[config.mk]
export PLATFORM = sky130hd
export DESIGN_NAME = ordered_insert_record_table_unit
export DESIGN_NICKNAME = d
export VERILOG_FILES = /design/src/rtl/core/oirt_pkg.sv /design/src/rtl/core/ordered_insert_record_table_unit.sv /design/src/rtl/core/oirt_cell.sv
export SDC_FILE = /design/constraint.sdc
export NUM_CORES = 2
export LEC_CHECK = 0
export BUFFER_PORTS_ARGS = -buffer_cell sky130_fd_sc_hd__clkbuf_2
export CORE_MARGIN = 5
export CORE_UTILIZATION = 70
export CTS_CLUSTER_DIAMETER = 30
export DETAILED_ROUTE_END_ITERATION = 6
export GPL_TIMING_DRIVEN = 0
export PLACE_DENSITY = 0.88
export SLEW_MARGIN = 20
export SYNTH_ARGS = -nofsm -noshare
export SYNTH_HDL_FRONTEND = slang
export SYNTH_SLANG_ARGS = --single-unit
[constraint.sdc]
create_clock -name clk_i -period 10.95 [get_ports clk_i]
set_input_delay 0 -clock clk_i [delete_from_list [all_inputs] [get_ports clk_i]]
set_output_delay 0 -clock clk_i [all_outputs]
set_load 0.02 [all_outputs]
[src/rtl/core/oirt_pkg.sv]
package oirt_pkg;

  localparam int DEPTH_DEF = 16;
  localparam int KEY_W     = 31;
  localparam int SCORE_W   = 16;
  localparam int POS_W     = 6;
  localparam int COUNT_W   = 7;

  typedef enum logic [1:0] {
    OP_APPEND = 2'd0,
    OP_INSERT = 2'd1,
    OP_DUMP   = 2'd2
  } op_e;

  typedef enum logic [1:0] {
    ST_OK    = 2'd0,
    ST_FULL  = 2'd1,
    ST_EMPTY = 2'd2
  } status_e;

  typedef enum logic {
    S_IDLE = 1'b0,
    S_DUMP = 1'b1
  } state_e;

  typedef struct packed {
    logic [1:0]         opcode;
    logic [KEY_W-1:0]   new_key;
    logic [SCORE_W-1:0] new_score;
  } in_t;

  typedef struct packed {
    logic [1:0]         status;
    logic [POS_W-1:0]   position;
    logic [KEY_W-1:0]   entry_key;
    logic [SCORE_W-1:0] entry_score;
    logic [COUNT_W-1:0] entry_count;
    logic               last;
  } out_t;

  // Per-cycle commands broadcast to every cell of the chain.
  typedef struct packed {
    logic cmp_en;  // ordered insert: compare stored key against the new key
    logic wr_en;   // a record is written this cycle
    logic rot_en;  // rotate the occupied cells toward the head by one
  } cell_ctrl_t;

endpackage

[src/rtl/core/ordered_insert_record_table_unit.sv]
// Bounded table of up to DEPTH key/score records held in a chain of cells.
// On an ordered insert all cells compare their key with the new key at once
// and the cell chain shifts the later records up; an append writes the tail
// cell. The result appears in the output register on the next cycle. A full table
// drops the record and reports it. A dump delivers the stored records from the
// head, or one empty report when the table holds none: the occupied
// cells rotate toward the head once per delivered result, and the input is
// stalled until the last record has been loaded into the output register. A
// new transaction is accepted whenever the block is not dumping and the
// output register is free or being drained.
module ordered_insert_record_table_unit #(
  parameter int DEPTH = oirt_pkg::DEPTH_DEF
) (
  input  logic           clk_i,
  input  logic           rst_ni,
  input  logic           in_valid_i,
  output logic           in_stall_o,
  input  oirt_pkg::in_t  in_data_i,
  output logic           out_valid_o,
  input  logic           out_stall_i,
  output oirt_pkg::out_t out_data_o
);
  import oirt_pkg::*;

  localparam int CNT_W = $clog2(DEPTH+1);
  localparam int IDX_W = (DEPTH > 1) ? $clog2(DEPTH) : 1;
  localparam logic [CNT_W-1:0] FULL_CNT = CNT_W'(DEPTH);

  state_e             state_q, state_d;
  logic [CNT_W-1:0]   cnt_q, cnt_d;
  logic [IDX_W-1:0]   idx_q, idx_d;
  logic               out_valid_q;
  out_t               out_q, out_d;
  logic               out_load;

  logic               out_free, accept, full, dump_last;
  op_e                op;
  cell_ctrl_t         ctrl;
  logic [COUNT_W-1:0] cnt_ext;

  logic [KEY_W-1:0]   cell_key   [DEPTH];
  logic [SCORE_W-1:0] cell_score [DEPTH];
  logic               shift      [DEPTH+1];
  logic [POS_W-1:0]   pos        [DEPTH+1];

  assign op        = op_e'(in_data_i.opcode);
  assign out_free  = !out_valid_q || !out_stall_i;
  assign in_stall_o = !(state_q == S_IDLE && out_free);
  assign accept    = in_valid_i && !in_stall_o;
  assign full      = cnt_q == FULL_CNT;
  assign cnt_ext   = COUNT_W'(cnt_q);
  assign dump_last = (CNT_W'(idx_q) + CNT_W'(1)) == cnt_q;

  assign ctrl.cmp_en = (op == OP_INSERT);
  assign ctrl.wr_en  = accept && (op == OP_APPEND || op == OP_INSERT) && !full;
  assign ctrl.rot_en = (state_q == S_DUMP) && out_free;

  assign shift[0] = 1'b0;
  assign pos[0]   = cnt_ext[POS_W-1:0];

  for (genvar i = 0; i < DEPTH; i++) begin : g_cell
    logic [KEY_W-1:0]   pk, nk;
    logic [SCORE_W-1:0] ps, ns;
    if (i == 0) begin : g_head
      assign pk = in_data_i.new_key;
      assign ps = in_data_i.new_score;
    end else begin : g_body
      assign pk = cell_key[i-1];
      assign ps = cell_score[i-1];
    end
    if (i == DEPTH-1) begin : g_tail
      assign nk = cell_key[i];
      assign ns = cell_score[i];
    end else begin : g_mid
      assign nk = cell_key[i+1];
      assign ns = cell_score[i+1];
    end
    oirt_cell #(.DEPTH(DEPTH), .IDX(i)) u_cell (
      .clk_i        (clk_i),
      .ctrl_i       (ctrl),
      .count_i      (cnt_q),
      .new_key_i    (in_data_i.new_key),
      .new_score_i  (in_data_i.new_score),
      .prev_key_i   (pk),
      .prev_score_i (ps),
      .next_key_i   (nk),
      .next_score_i (ns),
      .head_key_i   (cell_key[0]),
      .head_score_i (cell_score[0]),
      .shift_i      (shift[i]),
      .pos_i        (pos[i]),
      .shift_o      (shift[i+1]),
      .pos_o        (pos[i+1]),
      .key_o        (cell_key[i]),
      .score_o      (cell_score[i])
    );
  end

  // Next state.
  always_comb begin
    state_d = state_q;
    unique case (state_q)
      S_IDLE: begin
        if (accept && op == OP_DUMP && cnt_q != '0) begin
          state_d = S_DUMP;
        end
      end
      S_DUMP: begin
        if (out_free && dump_last) begin
          state_d = S_IDLE;
        end
      end
      default: state_d = S_IDLE;
    endcase
  end

  // Outputs, fill count and dump index.
  always_comb begin
    out_load          = 1'b0;
    out_d             = out_q;
    cnt_d             = cnt_q;
    idx_d             = idx_q;
    out_d.status      = ST_OK;
    out_d.last        = 1'b1;
    unique case (state_q)
      S_IDLE: begin
        idx_d = '0;
        if (accept) begin
          out_d.entry_key   = in_data_i.new_key;
          out_d.entry_score = in_data_i.new_score;
          out_d.position    = '0;
          out_d.entry_count = cnt_ext;
          unique case (op)
            OP_APPEND, OP_INSERT: begin
              out_load = 1'b1;
              if (full) begin
                out_d.status = ST_FULL;
              end else begin
                out_d.position    = pos[DEPTH];
                out_d.entry_count = cnt_ext + COUNT_W'(1);
                cnt_d             = cnt_q + CNT_W'(1);
              end
            end
            OP_DUMP: begin
              if (cnt_q == '0) begin
                out_load          = 1'b1;
                out_d.status      = ST_EMPTY;
                out_d.entry_key   = '0;
                out_d.entry_score = '0;
              end
            end
            default: ;
          endcase
        end
      end
      S_DUMP: begin
        if (out_free) begin
          out_load          = 1'b1;
          out_d.position    = POS_W'(idx_q);
          out_d.entry_key   = cell_key[0];
          out_d.entry_score = cell_score[0];
          out_d.entry_count = cnt_ext;
          out_d.last        = dump_last;
          idx_d             = idx_q + IDX_W'(1);
        end
      end
      default: ;
    endcase
  end

  always_ff @(posedge clk_i or negedge rst_ni) begin
    if (!rst_ni) begin
      state_q     <= S_IDLE;
      cnt_q       <= '0;
      idx_q       <= '0;
      out_valid_q <= 1'b0;
    end else begin
      state_q <= state_d;
      cnt_q   <= cnt_d;
      idx_q   <= idx_d;
      if (out_load) begin
        out_valid_q <= 1'b1;
      end else if (!out_stall_i) begin
        out_valid_q <= 1'b0;
      end
    end
  end

  always_ff @(posedge clk_i) begin
    if (out_load) begin
      out_q <= out_d;
    end
  end

  assign out_valid_o = out_valid_q;
  assign out_data_o  = out_q;

endmodule

[src/rtl/core/oirt_cell.sv]
module oirt_cell #(
  parameter int DEPTH = oirt_pkg::DEPTH_DEF,
  parameter int IDX   = 0
) (
  input  logic                                   clk_i,
  input  oirt_pkg::cell_ctrl_t                   ctrl_i,
  input  logic [$clog2(DEPTH+1)-1:0]             count_i,
  input  logic [oirt_pkg::KEY_W-1:0]             new_key_i,
  input  logic [oirt_pkg::SCORE_W-1:0]           new_score_i,
  input  logic [oirt_pkg::KEY_W-1:0]             prev_key_i,
  input  logic [oirt_pkg::SCORE_W-1:0]           prev_score_i,
  input  logic [oirt_pkg::KEY_W-1:0]             next_key_i,
  input  logic [oirt_pkg::SCORE_W-1:0]           next_score_i,
  input  logic [oirt_pkg::KEY_W-1:0]             head_key_i,
  input  logic [oirt_pkg::SCORE_W-1:0]           head_score_i,
  input  logic                                   shift_i,
  input  logic [oirt_pkg::POS_W-1:0]             pos_i,
  output logic                                   shift_o,
  output logic [oirt_pkg::POS_W-1:0]             pos_o,
  output logic [oirt_pkg::KEY_W-1:0]             key_o,
  output logic [oirt_pkg::SCORE_W-1:0]           score_o
);
  import oirt_pkg::*;

  localparam int CNT_W = $clog2(DEPTH+1);
  localparam logic [CNT_W-1:0] MY_IDX  = CNT_W'(IDX);
  localparam logic [CNT_W-1:0] MY_NEXT = CNT_W'(IDX + 1);

  logic [KEY_W-1:0]   key_q, key_d;
  logic [SCORE_W-1:0] score_q, score_d;
  logic               occ, at_tail, last_occ, gt;

  assign occ      = MY_IDX < count_i;
  assign at_tail  = MY_IDX == count_i;
  assign last_occ = MY_NEXT == count_i;
  assign gt       = ctrl_i.cmp_en && occ && (key_q > new_key_i);

  // The first cell holding a greater key takes the new record; every cell
  // after it takes its left neighbor's record.
  assign shift_o = shift_i | gt;
  assign pos_o   = (!shift_i && gt) ? POS_W'(IDX) : pos_i;

  always_comb begin
    key_d   = key_q;
    score_d = score_q;
    if (ctrl_i.wr_en) begin
      if (shift_i) begin
        key_d   = prev_key_i;
        score_d = prev_score_i;
      end else if (gt || at_tail) begin
        key_d   = new_key_i;
        score_d = new_score_i;
      end
    end else if (ctrl_i.rot_en) begin
      if (last_occ) begin
        key_d   = head_key_i;
        score_d = head_score_i;
      end else if (occ) begin
        key_d   = next_key_i;
        score_d = next_score_i;
      end
    end
  end

  always_ff @(posedge clk_i) begin
    key_q   <= key_d;
    score_q <= score_d;
  end

  assign key_o   = key_q;
  assign score_o = score_q;

endmodule

==> impl_metrics.toml, run 1 <==
[placement]
gp_congestion = 1.17
dp_cells = 7155
portBuffers = 115
dp_hpwl_um = 209000
placed_cell_area_sq_um = 62000

[logic_synthesis]
ys_ff_latch = 824
synth_ff_type = "edfxtp_1"
synth_xor_area_frac = 0.00179
synth_compound_area_frac = 0.182
synth_top_family_by_area = "compound AO/OA/AOI/OAI gates"
synthMuxAreaShare = 0.115
synth_commonest_cells = "edfxtp_1, a21oi_1, nand2_1"
synthAdderAreaFrac = 0.107
synth_cells = 5905
synth_top_cell_by_area = "edfxtp_1"
syn_area_sq_um = 58600
synth.avg_cell_area_sq_um = 9.92
async_reset_ff_frac = 0.0133
synth-simple-area-share = 0.134
yosysWarnings = 0
yosysSeqAreaShare = 0.421
synth-edff-count = 813
synth.top_cell.area_share = 0.417
synth.most_common_cell = "edfxtp_1"
ys_types = 77
synthTopCellsByArea = "edfxtp_1, ha_1, mux2i_1, a21oi_1, nand2_1"

[die]
fp.dieW_um = 299
rows = 106
start_util = 0.703
die-height_um = 299
top_level_ports = 118

[clock_tree]
clock_sinks = 824
cts_max_level = 4
cts_buffer_depth = 3
clock-root-buffer = "clkbuf_16"
cts_buffers = 183

[global_routing]
grt_pass1_vias = 67800
grt_pass1_wl_um = 486000
overflow = 75
grtUsageTotal = 0.743
grt_max_degree = 38

[outcome]
status = "stopped before the end"
tool.error = "[ERROR GRT-0116] Global routing finished with congestion. Check the congestion regions in the DRC Viewer."
stop_stage = "5_1_grt"
==> layer usage <==
| metal | overflow | GRT usage |
|---|---|---|
| met1 | 3 | 0.778 |
| met2 | 34 | 0.877 |
| met3 | 0 | 0.620 |
| met4 | 38 | 0.667 |
| met5 | 0 | 0.290 |
==> logic make-up after synthesis <==
group | Yosys count
AOI/OAI and AO/OA | 1686
xor gates and xnor gates | 12
adders and majority gates | 500
buffers and inverters | 589
DFF | 824
muxes | 656
other | 1
and+or+nand+nor | 1637
==> through the flow <==
stage               setup TNS, ns  setup WS [ns]  hold WS [ns]
floorplan                       0           3.83        -0.296
global placement          -480.07          -2.54       -0.0988
CTS                             0           3.34       0.00455
detailed placement              0           3.25       -0.0978
==> timing repair <==
action,4_1_cts
hold endpoints to repair,231
hold buffers,40
setup buffers,0
gates resized for setup,0
==> run 2, diff against run 1 <==
--- a/config.mk
+++ b/config.mk
@@ -7,11 +7,10 @@
 export LEC_CHECK = 0
 export BUFFER_PORTS_ARGS = -buffer_cell sky130_fd_sc_hd__clkbuf_2
 export CORE_MARGIN = 5
-export CORE_UTILIZATION = 70
-export CTS_CLUSTER_DIAMETER = 30
+export CORE_UTILIZATION = 40
 export DETAILED_ROUTE_END_ITERATION = 6
 export GPL_TIMING_DRIVEN = 0
-export PLACE_DENSITY = 0.88
+export PLACE_DENSITY_LB_ADDON = 0.15
 export SLEW_MARGIN = 20
 export SYNTH_ARGS = -nofsm -noshare
 export SYNTH_HDL_FRONTEND = slang
==> run 2 against run 1 <==
Effect of this change: the flow now finishes without violations; area after synthesis stayed put; synthesized cell count stayed put.
==> impl_metrics.toml, run 2 <==
[logic_synthesis]
synth_ff_type = "edfxtp_1"
synth-edff-count = 813
synth_commonest_cells = "edfxtp_1, a21oi_1, nand2_1"
async_reset_ff_frac = 0.0133
synth.top_cell.area_share = 0.417
synth.avg_cell_area_sq_um = 9.92
yosysSeqAreaShare = 0.421
synth_top_cell_by_area = "edfxtp_1"
syn_area_sq_um = 58600
ys_types = 77
ys_ff_latch = 824
yosysWarnings = 0
synth_cells = 5905
synthTopCellsByArea = "edfxtp_1, ha_1, mux2i_1, a21oi_1, nand2_1"
synth.most_common_cell = "edfxtp_1"

[die]
rows = 140
die-height_um = 393
start_util = 0.402
coreArea_sq_um = 146000
top_level_ports = 118
die_area_sq_um = 154000
fp.dieW_um = 393

[power]
p_leak_nw = 25.5
vdd_drop_max_v = 0.000198
power_density_nw_per_um2 = 274
finalPower_mw = 18.3

[detailed_routing]
remaining_drc_errors = 0
vias = 56600
post_drt_wl_per_cell_um = 38.8
ant_nets = 0
first_pass_iters = 6
drt_iter0_markers = 8058
post_drt_via_cell_ratio = 6.88
drt-total-wl_um = 320000

[layout]
fill_cells = 14000
multi_input_area_sq_um = 31900
syn2layout_area_growth_pct = 14.0
mostFrequentLayoutCells = "edfxtp_1, a21oi_1, nand2_1, mux2i_1, ha_1"
largest_register_ffs = 496
layout_commonest_cell = "edfxtp_1"
final_area_sq_um = 66800
layout-drive-gt1-share = 0.0943
final_core_util = 0.459
finalNetCount = 6772
regArea_sq_um = 24700

[outcome]
status = "complete, no violations"

[job]
max_cap_violations = 0

[critical_path]
worstSetupStartpointType = "flop"
reg2reg_depth = 16
crit_path_max_fanout = 15
critPathMostFrequentCell = "buf_16"
cp.buffers_inverters = 8
crit_type = "reg -> reg"
cp-end-kind = "flop"
cp.arrival_ns = 8.24
worstPathCellList = "ha_1 -> nand4_1 -> inv_1 -> a221oi_1 -> o31ai_2 -> a32oi_2 -> nand4bb_1 -> buf_1 -> nor3_4 -> buf_8 -> clkbuf_2 -> buf_12 -> clkbuf_1 -> a31oi_4 -> buf_16 -> buf_16"
cp_top_family = "buffers and inverters"
cpMaxStageDelayCell = "a32oi_2"
cp.depth = 16
cp.required_ns = 11.42
max_stage_delay_ns = 0.84

[global_routing]
grtUsageTotal = 0.401
grt_max_degree = 27
antenna_found_initial = 26
grt_pass1_wl_um = 432000
grt_pass1_vias = 53100
overflow = 0

[min_path]
whs_path_depth = 4
hold_class = "in -> reg"

[clock_tree]
cts_tree = "done"
cts_buffers = 102
clock_latency_ns = 0.75
clock_sinks = 824
cts_max_level = 3
cts_hold_buf = 25
clock-root-buffer = "clkbuf_16"
postCtsSetupBuffers = 0
cts_resized = 0
clk_pin_slew_ns = 0.06
cts_buffer_depth = 3

[sta]
slew_violations = 0
period_share = 0.710
fmax_ghz = 0.129
setup-violations-final = 0
hold_viol = 0
clock_skew_ns = 0.0349
worst_slew_pin_slew_ns = 1.32
relSlewSlack = 0.119
rsz0062_at_grt = "false"
period_minus_slack_ns = 7.78

[placement]
placed_cell_area_sq_um = 63300
dp_hpwl_um = 240000
portBuffers = 115
gp_congestion = 1.03
## run 2: worst register-to-register path, delay by kind of cell (launching register included)
family / cells / cell delay, ns
buffers and inverters: 8 / 2.56
adder cells (fa/ha/maj): 1 / 0.37
AND/OR/NAND/NOR: 3 / 1.32
flip-flops: 1 / 0.73
AO/OA/AOI/OAI: 4 / 2.51
## run 2: metal layers
metal | wire (um) | GRT usage | vias to the layer above
met5 | 89 | 0 | -
met4 | 25200 | 0.258 | 14
met3 | 36400 | 0.103 | 955
met2 | 131000 | 0.579 | 4220
met1 | 127000 | 0.532 | 28200
li1 | - | - | 23300
## run 2: cell type report
class | instances | area share
Clock inverter | 58 | 0.00664
Sequential cell | 824 | 0.370
Antenna cell | 17 | 0.000637
Clock buffer | 125 | 0.0399
Timing Repair Buffer | 209 | 0.0340
Multi-Input combinational cell | 4493 | 0.478
Buffer | 523 | 0.0315
Inverter | 66 | 0.00371
Tap cell | 1917 | 0.0359
## run 2: path summary, 6_finish.rpt
check                                                             from  slack [ns]                                      to
max in group asynchronous                                       rst_ni       10.05                    cnt_q[0]$_DFFE_PN0P_
min in group asynchronous                                       rst_ni        0.44                    cnt_q[2]$_DFFE_PN0P_
worst min register to register  g_cell[1].u_cell.score_o[13]$_DFFE_PP_        0.55  g_cell[0].u_cell.score_o[13]$_DFFE_PP_
worst max register to register    g_cell[0].u_cell.key_o[12]$_DFFE_PP_        3.17   g_cell[11].u_cell.key_o[22]$_DFFE_PP_
worst min-delay path                                     in_data_i[45]        0.05   g_cell[13].u_cell.key_o[29]$_DFFE_PP_
worst max-delay path              g_cell[0].u_cell.key_o[12]$_DFFE_PP_        3.17   g_cell[11].u_cell.key_o[22]$_DFFE_PP_
## run 2: kinds of logic (layout without fill, tap and decap cells)
group                    count (synthesis)  in the layout  share of synthesized area
adder cells (fa/ha/maj)                500            500                      0.107
AO/OA/AOI/OAI                         1686           1686                      0.182
buffers and inverters                  589            981                     0.0391
flip-flops                             824            824                      0.421
AND/OR/NAND/NOR                       1637           1637                      0.134
other                                    1             19                  0.0000640
multiplexers                           656            656                      0.115
XOR/XNOR                                12             12                    0.00179
## run 2: where the power goes
part	switching [mW]	leakage, nW	internal [mW]
sequential	0.920	7.69	4.86
clock	1.52	1.52	1.85
combinational	6.32	16.3	2.80
total	8.77	25.5	9.51
## run 2: metrics by stage
step / setup TNS, ns / cells / setup WS (ns) / hold WS [ns]
detailed placement: 0 / 8006 / 3.11 / -0.0566
finish: 0 / 8232 / 3.17 / 0.0474
CTS: 0 / 8214 / 3.47 / 0.0181
global placement: -928.15 / 7938 / -4.78 / -0.0576
global route: 0 / 8219 / 3.46 / 0.0598
floorplan: 0 / 5906 / 3.83 / -0.296
Note: power is estimated with default switching activity, not from simulation.
